<file path="src/rtl/dtq_pkg.sv">
// Shared types, codes and saturation helpers for the delta timer queue.
// Used by dtq_ctrl, dtq_datapath and delta_timer_queue_core; no dependencies.
package dtq_pkg;

  // Command codes carried on the input tuser
  typedef enum logic [1:0] {
    CMD_ADD  = 2'd0,
    CMD_DEL  = 2'd1,
    CMD_TICK = 2'd2
  } dtq_cmd_code_e;

  // Result status codes
  typedef enum logic [1:0] {
    ST_OK   = 2'd0,
    ST_MISS = 2'd1,
    ST_FULL = 2'd2
  } dtq_status_e;

  // Datapath operations issued by the controller, one per cycle
  typedef enum logic [3:0] {
    OP_NONE,
    OP_LOAD,
    OP_WALK_STEP,
    OP_WALK_STOP,
    OP_ASHIFT,
    OP_ANEW,
    OP_SCAN_STEP,
    OP_SCAN_HIT,
    OP_DSHIFT,
    OP_TICK,
    OP_FINISH
  } dtq_op_e;

  // Widths of the stream payloads
  localparam int unsigned IN_TDATA_W  = 56;
  localparam int unsigned OUT_TDATA_W = 24;
  localparam int unsigned DELTA_W     = 32;
  localparam int unsigned ID_W        = 16;
  localparam int unsigned DUR_W       = 24;
  localparam int unsigned ELAPSED_W   = 16;

  // Walk remainder: a 24-bit duration plus up to 256 positive 32-bit deltas
  localparam int unsigned REM_W = 42;

  // One queue slot
  typedef struct packed {
    logic [DELTA_W-1:0] delta;
    logic [ID_W-1:0]    id;
  } dtq_entry_t;

  // Controller to datapath and output stage
  typedef struct packed {
    dtq_op_e     op;
    logic        load_out;
    dtq_status_e status;
  } dtq_cmd_t;

  // Datapath flags back to the controller
  typedef struct packed {
    logic cnt_full;
    logic cnt_zero;
    logic walk_go;
    logic at_end;
    logic id_hit;
    logic ptr_eq_pos;
    logic next_in_list;
    logic ptr_eq_cnt;
    logic head_live;
    logic cnt_gt1;
  } dtq_stat_t;

  // Sign-extend a stored delta to the wide arithmetic width
  function automatic logic signed [REM_W-1:0] sext32(input logic [DELTA_W-1:0] v);
    return $signed({{(REM_W-DELTA_W){v[DELTA_W-1]}}, v});
  endfunction

  // Clamp a wide signed value to the signed 32-bit range
  function automatic logic [DELTA_W-1:0] sat32(input logic signed [REM_W-1:0] v);
    logic signed [REM_W-1:0] hi;
    logic signed [REM_W-1:0] lo;
    logic [DELTA_W-1:0]      r;
    hi = $signed({{(REM_W-DELTA_W+1){1'b0}}, {(DELTA_W-1){1'b1}}});
    lo = $signed({{(REM_W-DELTA_W+1){1'b1}}, {(DELTA_W-1){1'b0}}});
    if (v > hi) begin
      r = {1'b0, {(DELTA_W-1){1'b1}}};
    end else if (v < lo) begin
      r = {1'b1, {(DELTA_W-1){1'b0}}};
    end else begin
      r = v[DELTA_W-1:0];
    end
    return r;
  endfunction

endpackage

</file>
<file path="src/rtl/dtq_ctrl.sv">
// Sequencer for the delta timer queue: walks add, delete and tick through
// the datapath one slot per cycle. Depends on dtq_pkg.
module dtq_ctrl (
  input  logic                clk_i,
  input  logic                rst_ni,
  input  logic                in_valid_i,
  input  logic [1:0]          in_cmd_i,
  output logic                in_ready_o,
  input  logic                out_free_i,
  input  dtq_pkg::dtq_stat_t  stat_i,
  output dtq_pkg::dtq_cmd_t   cmd_o
);
  import dtq_pkg::*;

  typedef enum logic [2:0] {
    S_IDLE,
    S_WALK,
    S_ASHIFT,
    S_ANEW,
    S_SCAN,
    S_DSHIFT,
    S_TICK,
    S_DONE
  } state_e;

  state_e      state_q, state_d;
  dtq_status_e status_q, status_d;
  dtq_op_e     op;
  logic        load_out;

  assign in_ready_o = (state_q == S_IDLE);

  // Next state, datapath operation and result status
  always_comb begin
    state_d  = state_q;
    status_d = status_q;
    op       = OP_NONE;
    load_out = 1'b0;
    case (state_q)
      S_IDLE: begin
        if (in_valid_i) begin
          op       = OP_LOAD;
          status_d = ST_OK;
          state_d  = S_DONE;
          case (in_cmd_i)
            CMD_ADD: begin
              if (stat_i.cnt_full) begin
                status_d = ST_FULL;
              end else begin
                state_d = S_WALK;
              end
            end
            CMD_DEL: begin
              if (stat_i.cnt_zero) begin
                status_d = ST_MISS;
              end else begin
                state_d = S_SCAN;
              end
            end
            CMD_TICK: begin
              if (stat_i.cnt_zero) begin
                status_d = ST_MISS;
              end else begin
                state_d = S_TICK;
              end
            end
            default: state_d = S_DONE;
          endcase
        end
      end
      S_WALK: begin
        if (stat_i.walk_go) begin
          op = OP_WALK_STEP;
        end else begin
          op      = OP_WALK_STOP;
          state_d = stat_i.at_end ? S_ANEW : S_ASHIFT;
        end
      end
      S_ASHIFT: begin
        op = OP_ASHIFT;
        if (stat_i.ptr_eq_pos) begin
          state_d = S_ANEW;
        end
      end
      S_ANEW: begin
        op       = OP_ANEW;
        status_d = ST_OK;
        state_d  = S_DONE;
      end
      S_SCAN: begin
        if (stat_i.at_end) begin
          status_d = ST_MISS;
          state_d  = S_DONE;
        end else if (stat_i.id_hit) begin
          op       = OP_SCAN_HIT;
          status_d = ST_OK;
          state_d  = stat_i.next_in_list ? S_DSHIFT : S_DONE;
        end else begin
          op = OP_SCAN_STEP;
        end
      end
      S_DSHIFT: begin
        op = OP_DSHIFT;
        if (stat_i.ptr_eq_cnt) begin
          state_d = S_DONE;
        end
      end
      S_TICK: begin
        op       = OP_TICK;
        status_d = ST_OK;
        if (stat_i.head_live || !stat_i.cnt_gt1) begin
          state_d = S_DONE;
        end else begin
          state_d = S_DSHIFT;
        end
      end
      S_DONE: begin
        if (out_free_i) begin
          op       = OP_FINISH;
          load_out = 1'b1;
          state_d  = S_IDLE;
        end
      end
      default: state_d = S_IDLE;
    endcase
  end

  // Hold state and the registered status
  always_ff @(posedge clk_i or negedge rst_ni) begin
    if (!rst_ni) begin
      state_q  <= S_IDLE;
      status_q <= ST_OK;
    end else begin
      state_q  <= state_d;
      status_q <= status_d;
    end
  end

  assign cmd_o.op       = op;
  assign cmd_o.load_out = load_out;
  assign cmd_o.status   = status_q;

endmodule

</file>
<file path="src/rtl/dtq_datapath.sv">
// Datapath of the delta timer queue: slot memory, walk pointer, remainder
// and carry arithmetic with saturation. Depends on dtq_pkg.
module dtq_datapath #(
  parameter int unsigned QUEUE_DEPTH = 16
) (
  input  logic                          clk_i,
  input  logic                          rst_ni,
  input  dtq_pkg::dtq_cmd_t             cmd_i,
  input  logic [dtq_pkg::ID_W-1:0]      item_id_i,
  input  logic [dtq_pkg::DUR_W-1:0]     duration_i,
  input  logic [dtq_pkg::ELAPSED_W-1:0] elapsed_i,
  output dtq_pkg::dtq_stat_t            stat_o,
  output logic                          expired_o,
  output logic [dtq_pkg::ID_W-1:0]      expired_id_o
);
  import dtq_pkg::*;

  localparam int unsigned AW = (QUEUE_DEPTH > 1) ? $clog2(QUEUE_DEPTH) : 1;
  localparam int unsigned CW = $clog2(QUEUE_DEPTH + 1);

  // Slot memory with registered read
  dtq_entry_t mem [QUEUE_DEPTH];
  dtq_entry_t rdata_q;
  logic       wr_en;
  logic [AW-1:0] wr_addr;
  dtq_entry_t wr_data;

  // Control registers
  logic [CW-1:0] ptr_q, ptr_d;
  logic [CW-1:0] pos_q, pos_d;
  logic [CW-1:0] count_q, count_d;
  logic          first_q, first_d;

  // Payload registers
  logic signed [REM_W-1:0] rem_q, rem_d;
  logic [DELTA_W-1:0]      carry_q, carry_d;
  logic [ID_W-1:0]         id_q, id_d;
  logic [ELAPSED_W-1:0]    elapsed_q, elapsed_d;
  logic                    expired_q, expired_d;
  logic [ID_W-1:0]         exp_id_q, exp_id_d;

  logic signed [REM_W-1:0] rd_dx;
  logic [DELTA_W-1:0]      rem_sat;
  logic [DELTA_W-1:0]      ashift_delta;
  logic [DELTA_W-1:0]      dshift_delta;
  logic [DELTA_W-1:0]      tick_h;
  logic                    head_live;

  // Saturated arithmetic on the slot under the pointer
  assign rd_dx        = sext32(rdata_q.delta);
  assign rem_sat      = sat32(rem_q);
  assign ashift_delta = (ptr_q == pos_q) ? sat32(rd_dx - sext32(rem_sat)) : rdata_q.delta;
  assign dshift_delta = first_q ? sat32(rd_dx + sext32(carry_q)) : rdata_q.delta;
  assign tick_h       = sat32(rd_dx - $signed({{(REM_W-ELAPSED_W){1'b0}}, elapsed_q}));
  assign head_live    = ($signed(tick_h) > 0);

  // Decode the operation into register updates and at most one memory write
  always_comb begin
    ptr_d     = ptr_q;
    pos_d     = pos_q;
    count_d   = count_q;
    first_d   = first_q;
    rem_d     = rem_q;
    carry_d   = carry_q;
    id_d      = id_q;
    elapsed_d = elapsed_q;
    expired_d = expired_q;
    exp_id_d  = exp_id_q;
    wr_en     = 1'b0;
    wr_addr   = '0;
    wr_data   = rdata_q;
    case (cmd_i.op)
      OP_LOAD: begin
        id_d      = item_id_i;
        elapsed_d = elapsed_i;
        rem_d     = $signed({{(REM_W-DUR_W){1'b0}}, duration_i});
        expired_d = 1'b0;
        exp_id_d  = '0;
        ptr_d     = '0;
      end
      OP_WALK_STEP: begin
        rem_d = rem_q - rd_dx;
        ptr_d = ptr_q + CW'(1);
      end
      OP_WALK_STOP: begin
        pos_d = ptr_q;
        ptr_d = count_q - CW'(1);
      end
      OP_ASHIFT: begin
        // Move a slot up by one; the successor of the new entry gets shrunk
        wr_en   = 1'b1;
        wr_addr = AW'(ptr_q + CW'(1));
        wr_data = '{delta: ashift_delta, id: rdata_q.id};
        ptr_d   = ptr_q - CW'(1);
      end
      OP_ANEW: begin
        wr_en   = 1'b1;
        wr_addr = AW'(pos_q);
        wr_data = '{delta: rem_sat, id: id_q};
        count_d = count_q + CW'(1);
        ptr_d   = '0;
      end
      OP_SCAN_STEP: begin
        ptr_d = ptr_q + CW'(1);
      end
      OP_SCAN_HIT: begin
        pos_d   = ptr_q;
        carry_d = rdata_q.delta;
        first_d = 1'b1;
        ptr_d   = ptr_q + CW'(1);
        count_d = count_q - CW'(1);
      end
      OP_DSHIFT: begin
        // Move a slot down by one; the first one absorbs the removed delta
        wr_en   = 1'b1;
        wr_addr = AW'(ptr_q - CW'(1));
        wr_data = '{delta: dshift_delta, id: rdata_q.id};
        first_d = 1'b0;
        ptr_d   = ptr_q + CW'(1);
      end
      OP_TICK: begin
        if (head_live) begin
          wr_en   = 1'b1;
          wr_addr = '0;
          wr_data = '{delta: tick_h, id: rdata_q.id};
        end else begin
          expired_d = 1'b1;
          exp_id_d  = rdata_q.id;
          carry_d   = tick_h;
          pos_d     = '0;
          first_d   = 1'b1;
          ptr_d     = CW'(1);
          count_d   = count_q - CW'(1);
        end
      end
      OP_FINISH: begin
        ptr_d = '0;
      end
      default: begin
        ptr_d = ptr_q;
      end
    endcase
  end

  // Write the slot memory, read ahead at the next pointer with write bypass
  always_ff @(posedge clk_i) begin
    if (wr_en) begin
      mem[wr_addr] <= wr_data;
    end
    if (wr_en && (wr_addr == AW'(ptr_d))) begin
      rdata_q <= wr_data;
    end else begin
      rdata_q <= mem[AW'(ptr_d)];
    end
  end

  // Hold control registers
  always_ff @(posedge clk_i or negedge rst_ni) begin
    if (!rst_ni) begin
      ptr_q     <= '0;
      pos_q     <= '0;
      count_q   <= '0;
      first_q   <= 1'b0;
      expired_q <= 1'b0;
    end else begin
      ptr_q     <= ptr_d;
      pos_q     <= pos_d;
      count_q   <= count_d;
      first_q   <= first_d;
      expired_q <= expired_d;
    end
  end

  // Hold payload registers
  always_ff @(posedge clk_i) begin
    rem_q     <= rem_d;
    carry_q   <= carry_d;
    id_q      <= id_d;
    elapsed_q <= elapsed_d;
    exp_id_q  <= exp_id_d;
  end

  // Flags for the controller
  assign stat_o.cnt_full     = (count_q == CW'(QUEUE_DEPTH));
  assign stat_o.cnt_zero     = (count_q == '0);
  assign stat_o.walk_go      = (ptr_q < count_q) && (rem_q > rd_dx);
  assign stat_o.at_end       = (ptr_q == count_q);
  assign stat_o.id_hit       = (rdata_q.id == id_q);
  assign stat_o.ptr_eq_pos   = (ptr_q == pos_q);
  assign stat_o.next_in_list = ((ptr_q + CW'(1)) < count_q);
  assign stat_o.ptr_eq_cnt   = (ptr_q == count_q);
  assign stat_o.head_live    = head_live;
  assign stat_o.cnt_gt1      = (count_q > CW'(1));

  assign expired_o    = expired_q;
  assign expired_id_o = exp_id_q;

endmodule

</file>
<file path="src/rtl/delta_timer_queue_core.sv">
// Top level of the delta timer queue: controller, datapath and result register.
// Depends on dtq_pkg, dtq_ctrl and dtq_datapath.
//
// Usage: commands enter on the s_axis channel, one beat per command; the
// command code rides on s_axis_tuser, its arguments on s_axis_tdata. Every
// command returns exactly one result beat on m_axis (status, expired flag,
// expired id). Add inserts by expiry into a delta list, delete drops the first
// entry with a matching id, tick ages the head and expires at most one entry.
// The sequencer walks and shifts the slot memory one slot per cycle; a
// rejected add, a delete or tick on an empty queue and the unused code skip
// the walk and go straight to the result. The next command is accepted only
// after the result of the previous one loads. s_axis_tready is high only
// while no command is in flight; a new command is taken while the previous
// result still waits in the output register. If the receiver stalls, that
// result holds and the next command finishes its work and then waits for
// the register to free. Reset empties the queue (entry count to zero) at
// once; the slot memory is not cleared and needs no clearing pass.
module delta_timer_queue_core #(
  parameter int unsigned QUEUE_DEPTH = 16
) (
  input  logic        clk_i,
  input  logic        rst_ni,
  input  logic        s_axis_tvalid,
  output logic        s_axis_tready,
  input  logic [55:0] s_axis_tdata,   // item_id[15:0], duration[39:16], elapsed[55:40]
  input  logic [1:0]  s_axis_tuser,   // cmd[1:0]
  output logic        m_axis_tvalid,
  input  logic        m_axis_tready,
  output logic [23:0] m_axis_tdata    // status[1:0], expired[2], expired_id[18:3], zero pad
);
  import dtq_pkg::*;

  dtq_cmd_t  cmd;
  dtq_stat_t stat;
  logic      out_free;
  logic      expired;
  logic [ID_W-1:0] expired_id;

  logic                   out_valid_q;
  logic [OUT_TDATA_W-1:0] out_data_q;

  assign out_free = !out_valid_q || m_axis_tready;

  dtq_ctrl u_ctrl (
    .clk_i      (clk_i),
    .rst_ni     (rst_ni),
    .in_valid_i (s_axis_tvalid),
    .in_cmd_i   (s_axis_tuser),
    .in_ready_o (s_axis_tready),
    .out_free_i (out_free),
    .stat_i     (stat),
    .cmd_o      (cmd)
  );

  dtq_datapath #(
    .QUEUE_DEPTH (QUEUE_DEPTH)
  ) u_datapath (
    .clk_i        (clk_i),
    .rst_ni       (rst_ni),
    .cmd_i        (cmd),
    .item_id_i    (s_axis_tdata[15:0]),
    .duration_i   (s_axis_tdata[39:16]),
    .elapsed_i    (s_axis_tdata[55:40]),
    .stat_o       (stat),
    .expired_o    (expired),
    .expired_id_o (expired_id)
  );

  // Result register: load a finished result, drop it once the beat is taken
  always_ff @(posedge clk_i or negedge rst_ni) begin
    if (!rst_ni) begin
      out_valid_q <= 1'b0;
    end else if (cmd.load_out) begin
      out_valid_q <= 1'b1;
    end else if (m_axis_tready) begin
      out_valid_q <= 1'b0;
    end
  end

  always_ff @(posedge clk_i) begin
    if (cmd.load_out) begin
      out_data_q <= {{(OUT_TDATA_W-ID_W-3){1'b0}}, expired_id, expired, cmd.status};
    end
  end

  assign m_axis_tvalid = out_valid_q;
  assign m_axis_tdata  = out_data_q;

  // One command in flight: an accepted beat closes the input at once
  assert property (@(posedge clk_i) disable iff (!rst_ni)
    (s_axis_tvalid && s_axis_tready) |=> !s_axis_tready)
    else $error("input accepted while a command is in flight");

  // An expired entry is only reported with status ok
  assert property (@(posedge clk_i) disable iff (!rst_ni)
    (m_axis_tvalid && m_axis_tdata[2]) |-> (m_axis_tdata[1:0] == ST_OK))
    else $error("expired flag with non-ok status");

  // Status always carries a defined code
  assert property (@(posedge clk_i) disable iff (!rst_ni)
    m_axis_tvalid |-> ((m_axis_tdata[1:0] == ST_OK) || (m_axis_tdata[1:0] == ST_MISS) ||
                       (m_axis_tdata[1:0] == ST_FULL)))
    else $error("undefined status code");

  // A result is never loaded over one that is still waiting
  assert property (@(posedge clk_i) disable iff (!rst_ni)
    (m_axis_tvalid && !m_axis_tready) |-> !cmd.load_out)
    else $error("result register overwritten while stalled");

endmodule
</file>
<file path="config.mk">
export PLATFORM = sky130hd
export DESIGN_NAME = delta_timer_queue_core
export DESIGN_NICKNAME = d
export VERILOG_FILES = /design/src/rtl/dtq_pkg.sv /design/src/rtl/dtq_ctrl.sv /design/src/rtl/dtq_datapath.sv /design/src/rtl/delta_timer_queue_core.sv
export SDC_FILE = /design/constraint.sdc
export NUM_CORES = 1
export LEC_CHECK = 0
export BUFFER_PORTS_ARGS = -buffer_cell sky130_fd_sc_hd__buf_2
export CAP_MARGIN = 10
export CORE_MARGIN = 5
export CORE_UTILIZATION = 40
export DETAILED_ROUTE_END_ITERATION = 12
export RECOVER_POWER = 50
export SLEW_MARGIN = 20
export SYNTH_ARGS = -nofsm -noshare
export SYNTH_HDL_FRONTEND = slang
export SYNTH_HIERARCHICAL = 1
export SYNTH_SLANG_ARGS = --single-unit
</file>
<file path="constraint.sdc">
create_clock -name clk_i -period 15 [get_ports clk_i]
set_input_delay 1.5 -clock clk_i [delete_from_list [all_inputs] [get_ports clk_i]]
set_output_delay 1.5 -clock clk_i [all_outputs]
set_load 0.1 [all_outputs]
</file>
==> results of run 1 <==
[stage by stage]
step | utilization [%] | setup WS (ps)
after floorplan | - | 2130
after global placement | 42.5 | 5230
after detailed placement | 42.5 | 5150
after CTS | 45.1 | 5120
after global routing | 45.0 | 2250
final | 45.0 | 3110
[cell type report]
| cell class | count | area share, % |
|---|---|---|
| antenna | 1 | 0.00493 |
| clock buffer | 121 | 4.88 |
| clock inverter | 50 | 0.955 |
| inverter | 103 | 0.762 |
| multi-input combinational | 1922 | 32.8 |
| sequential | 936 | 55.1 |
| tap | 1500 | 3.70 |
| timing repair buffer | 156 | 1.78 |
[cell usage in the layout, fill, tap and decap left out, types with 18 or more instances in the layout]
cell type	n
o21ai_0	174
clkbuf_1	65
dfrtp_1	23
inv_1	96
xnor2_1	96
nor3_1	38
mux4_2	225
a211oi_1	19
buf_4	62
xor2_1	49
nor2_1	153
and3_1	19
edfxtp_1	909
nand2b_1	40
a21o_1	69
ha_1	142
o21a_1	22
nor2b_1	29
nand4_1	31
clkbuf_16	94
clkinv_2	20
nand2_1	207
o221ai_1	18
buf_2	53
a21oi_1	197
nand3_1	39
and2_1	18
[cells by family (layout without fill, tap and decap cells)]
logic type	Yosys count	count (layout)	share of synthesized area [%]
xor+xnor	145	145	2.79
buf+inv	246	430	2.31
flops	936	936	61.5
simple gates	669	669	7.18
fa+ha+maj	150	150	4.17
other cells	1	6	0.00825
mux	235	235	11.4
compound gates	718	718	10.7
[critical path, delay by kind of cell, from the launching register on]
family	cells	cell delay (ps)
buffers and inverters	4	4350
AO/OA/AOI/OAI	6	2830
AND/OR/NAND/NOR	6	1890
multiplexers	2	1250
flip-flops	1	640
adder cells (fa/ha/maj)	1	450
[flip-flops by register name, summed over array words and instances (netlist names), named ones only]
| signal | flops |
|---|---|
| u_datapath/expired_id_o | 16 |
| u_datapath/id_q | 16 |
| u_datapath/rem_q | 42 |
| m_axis_tdata | 19 |
| u_datapath/count_q | 5 |
| u_datapath/first_q | 1 |
| u_datapath/expired_o | 1 |
| u_datapath/mem | 768 |
| u_datapath/pos_q | 5 |
| u_datapath/elapsed_q | 16 |
| u_datapath/ptr_q | 5 |
| u_datapath/carry_q | 32 |
| u_ctrl/state_q | 3 |
| m_axis_tvalid | 1 |
| u_ctrl/status_q | 2 |
[layer usage]
metal / wire [µm] / up-vias
met3: 9020 / 234
li1: - / 12500
met1: 54600 / 14300
met4: 4330 / 0
met5: 0 / -
met2: 56900 / 1225
[worst paths after layout]
kind                                       startpoint               endpoint  slack (ps)  depth (start not counted)
max                                          register  u_datapath/mem[5][34]        3110                         19
min                        u_datapath/expired_id_o[0]        m_axis_tdata[3]         410                          0
max reg2reg                                  register  u_datapath/mem[5][34]        3110                         19
min reg2reg                u_datapath/expired_id_o[0]        m_axis_tdata[3]         410                          0
max in group asynchronous                      rst_ni    u_datapath/pos_q[2]       12950                          1
min in group asynchronous                      rst_ni    u_datapath/ptr_q[1]        1180                          1
==> results.yml, run 1 <==
floorplanning:
  start_util_pct: 40.3
  ios: 88
  die_y_um: 347
  num_rows: 123
  die_x_um: 347
  dieArea_mm2: 0.120
  core_area_mm2: 0.113
grt:
  grt.met1_usage_pct: 29.2
  grtUsageMet3_pct: 3.24
  grt_pass1_vias: 27800
  grt_use_total_pct: 20.2
  met2_usage_pct: 31.5
  grt_overflow: 0
  grt.busiest_layer: "met2"
  grt_pass1_wl_mm: 184
  grt_max_degree: 88
  antenna_found_initial: 3
synthesis:
  synth_seq_area_share_pct: 61.5
  synth-seq-cells: 936
  ys_types: 103
  synth_top_cell_by_area: "edfxtp_1"
  synthesis.area_mm2: 0.0455
  yosysTopAreaCellShare_pct: 60.1
  synthTopCellsByArea: "edfxtp_1, mux4_2, ha_1"
  synth_warnings: 6
  synthCells: 3100
  syn_avg_cell_area_um2: 14.7
  yosysMostFrequentCell: "edfxtp_1"
  yosys_most_used_dff: "edfxtp_1"
  synthArstFlopShare_pct: 2.46
  synth_edf_count: 909
  synth_common_cells: "edfxtp_1, mux4_2, nand2_1"
clock_tree:
  cts_hold_buffers: 0
  postCtsResizedCells: 0
  clkTransAtPathRegs_ps: 60
  worstSkewPairLatency_ps: 680
  clock_path_buffers: 3
  numClockSinks: 936
  post_cts_buffers: 0
  tritoncts: "built"
  cts_root_buf: "clkbuf_16"
  cts_made_buffers: 94
  htree_num_levels: 3
sta:
  relSlewSlack_pct: -148
  max_freq_ghz: 0.0841
  setup_viol: 0
  setup-tns-final_ps: 0
  final_max_slew_viol_count: 172
  skew_ps: 52.9
  post-route-min-period_ps: 11890
  hold_viol: 0
  hold_ws_ps: 410
  period_share_pct: 79.3
  grt_setup_unrepaired: "no"
  worst_slew_pin_slew_ps: 3720
worst_setup_path:
  max_stage_delay_ps: 2650
  cp-start-kind: "register"
  critPathRequiredTime_ps: 15350
  worstPathMaxFanout: 87
  cp_slowest_cell: "clkbuf_1"
  worstPathCellList: "clkbuf_1, buf_12, mux4_2, mux4_2, ha_1, a21oi_1, o31a_1, nor3_1, a211oi_1, nand3_1, nor4_1, or2b_1, and2_0, buf_4, o41a_2, o31ai_1, clkbuf_1, or3_1, a221o_1"
  setup.worst_path.class: "register to register"
  cp-end-kind: "register"
  cp_data_arrival_time_ps: 12240
final_layout:
  drive_gt1_share_pct: 17.2
  nFillCells: 9991
  finalNetCount: 3421
  register_area_mm2: 0.0280
  area_growth_pct: 11.6
  design_area_mm2: 0.0507
  fin_cells: 4789
  multi_input_area_mm2: 0.0166
drt:
  ant_nets: 0
  wl_per_cell_um: 26.1
  wl_mm: 125
  drc: 0
  drtPass1Iterations: 5
  viasPerCell: 5.90
  vias: 28200
  drt-initial-drc-count: 3028
placement:
  gp_congestion: 0.965
  hpwlAfterDp_mm: 79.2
  placed_area_mm2: 0.0479
  port_buffers: 82
  placedCellCount: 4616
run:
  maxCapViolCount: 5
run_status:
  outcome: "finished with violations"
  violations: "capacitance limit, slew limit"
min_path:
  worstHoldPathType: "register to register"
Power of run 1 is left out: the tool's default activity adds up to more than one toggle a clock period on the data nets, which glitch-free logic cannot reach.
==> run 2: changes to the inputs <==
Settings changed: ABC_AREA set to 1.
Clock period 15 ns to 10.32 ns, I/O delays scaled along.
==> results.yml, run 2 <==
drt:
  ant_nets: 0
  drtPass1Iterations: 6
  drt-initial-drc-count: 3551
  drc: 0
  viasPerCell: 5.50
  vias: 36300
  wl_mm: 143
  wl_per_cell_um: 21.6
sta:
  setup_viol: 0
  grt_setup_unrepaired: "no"
  hold_viol: 0
  final_max_slew_viol_count: 151
  post-route-min-period_ps: 9340
  skew_ps: 54.4
  period_share_pct: 90.5
  relSlewSlack_pct: -49.8
  max_freq_ghz: 0.107
  setup-tns-final_ps: 0
  worst_slew_pin_slew_ps: 2250
final_layout:
  design_area_mm2: 0.0528
  area_growth_pct: 10.6
  largest_reg_flops: 768
  fin_cells: 6597
  largest_register: "u_datapath/mem"
  drive_gt1_share_pct: 6.83
  final_common_cell: "nand2_1"
  finalCoreUtilization_pct: 44.6
  top_regs: "u_datapath/mem x768, u_datapath/rem_q x42, u_datapath/carry_q x32"
  layout_common_cells: "nand2_1, edfxtp_1, nor2_1"
  finalNetCount: 5124
placement:
  gp_congestion: 0.971
  placed_area_mm2: 0.0499
  placedCellCount: 6417
  hpwlAfterDp_mm: 90.3
  port_buffers: 82
grt:
  grt_overflow: 0
  grt_pass1_vias: 34700
  grt_pass1_wl_mm: 213
  grt_use_total_pct: 21.8
  antenna_found_initial: 1
  grt_max_degree: 179
worst_setup_path:
  reg2reg_to: "u_datapath/mem[0][40]"
  cp_num_buf_inv: 4
  cp-end-kind: "register"
  cp_slowest_cell: "nand2_1"
  r2r_slack_ps: 980
  critPathRequiredTime_ps: 10600
  reg2reg_depth: 27
  worstPathMaxFanout: 177
  max_stage_delay_ps: 840
  setup.worst_path.class: "register to register"
  cp-start-kind: "register"
  cp_data_arrival_time_ps: 9620
  critical_path.top_delay_family: "simple AND/OR/NAND/NOR gates"
  cp_common_cell: "nand2_1"
floorplanning:
  ios: 88
  core_area_mm2: 0.118
  die_y_um: 356
  num_rows: 126
  dieArea_mm2: 0.126
  start_util_pct: 40.4
  die_x_um: 356
clock_tree:
  clock_path_buffers: 3
  worstSkewPairLatency_ps: 700
  post_cts_buffers: 0
  cts_root_buf: "clkbuf_16"
  cts_hold_buffers: 0
  htree_num_levels: 3
  numClockSinks: 936
  cts_made_buffers: 97
  clkTransAtPathRegs_ps: 60
  tritoncts: "built"
  postCtsResizedCells: 0
synthesis:
  yosysTopAreaCellShare_pct: 57.1
  synthesis.area_mm2: 0.0478
  synth_edf_count: 909
  synth_seq_area_share_pct: 58.5
  synth_common_cells: "nand2_1, edfxtp_1, nor2_1"
  yosysMostFrequentCell: "nand2_1"
  synthCells: 4902
  syn_avg_cell_area_um2: 9.75
  synthTopCellsByArea: "edfxtp_1, nand2_1, o21ai_0"
  synth-seq-cells: 936
  synth_warnings: 6
  yosys_most_used_dff: "edfxtp_1"
  ys_types: 56
  synthArstFlopShare_pct: 2.46
  synth_top_cell_by_area: "edfxtp_1"
min_path:
  hold_end: "m_axis_tdata[10]"
  worstHoldPathType: "register to register"
  hp-start: "u_datapath/expired_id_o[7]"
  hold_depth: 0
run_status:
  outcome: "finished with violations"
  violations: "capacitance limit, slew limit"
run:
  maxCapViolCount: 6
[run 2: worst max-delay path by stage]
stage,to,depth (start not counted)
6_report,u_datapath/mem[0][40],27
5_1_grt,u_datapath/mem[0][41],27
3_5_place_dp,u_datapath/mem[9][40],31
2_1_floorplan,u_datapath/mem[5][0],34
4_1_cts,u_datapath/mem[12][39],33
3_3_place_gp,u_datapath/mem[1][36],31
[run 2: final cells by class]
type / count / area, µm²
clock inverters: 53 / 544
multi-input cells: 3300 / 17200
flip-flops and latches: 936 / 28000
diodes: 1 / 2.50
fillers: 11300 / 65600
clock buffers: 126 / 2540
well taps: 1600 / 2000
repair buffers: 148 / 917
inverters: 433 / 1640
[run 2: per-stage QoR]
| step | setup WS (ps) | hold slack [ps] |
|---|---|---|
| after floorplan | 2510 | 400 |
| after global placement | 1780 | 402 |
| after detailed placement | 1560 | 406 |
| after CTS | 1540 | 352 |
| after global routing | 569 | 425 |
| final | 982 | 417 |
[run 2: cells by family after synthesis]
| logic type | count (synthesis) | share of synthesized area [%] |
|---|---|---|
| flops | 936 | 58.5 |
| compound gates | 990 | 11.9 |
| mux | 1 | 0.0209 |
| other cells | 1 | 0.00785 |
| simple gates | 2037 | 17.7 |
| fa+ha+maj | 146 | 3.89 |
| xor+xnor | 121 | 2.22 |
| buf+inv | 670 | 5.75 |
[run 2: per-layer routing]
| layer | vias to the layer above | track usage (%) | part of all wire [%] |
|---|---|---|---|
| li1 | 17100 | - | - |
| met1 | 17600 | 30.6 | 44 |
| met2 | 1401 | 35.1 | 46 |
| met3 | 253 | 3.29 | 7.0 |
| met4 | 0 | 6.66 | 3.1 |
| met5 | - | 0 | 0 |
Power of run 2 is left out for the same reason.
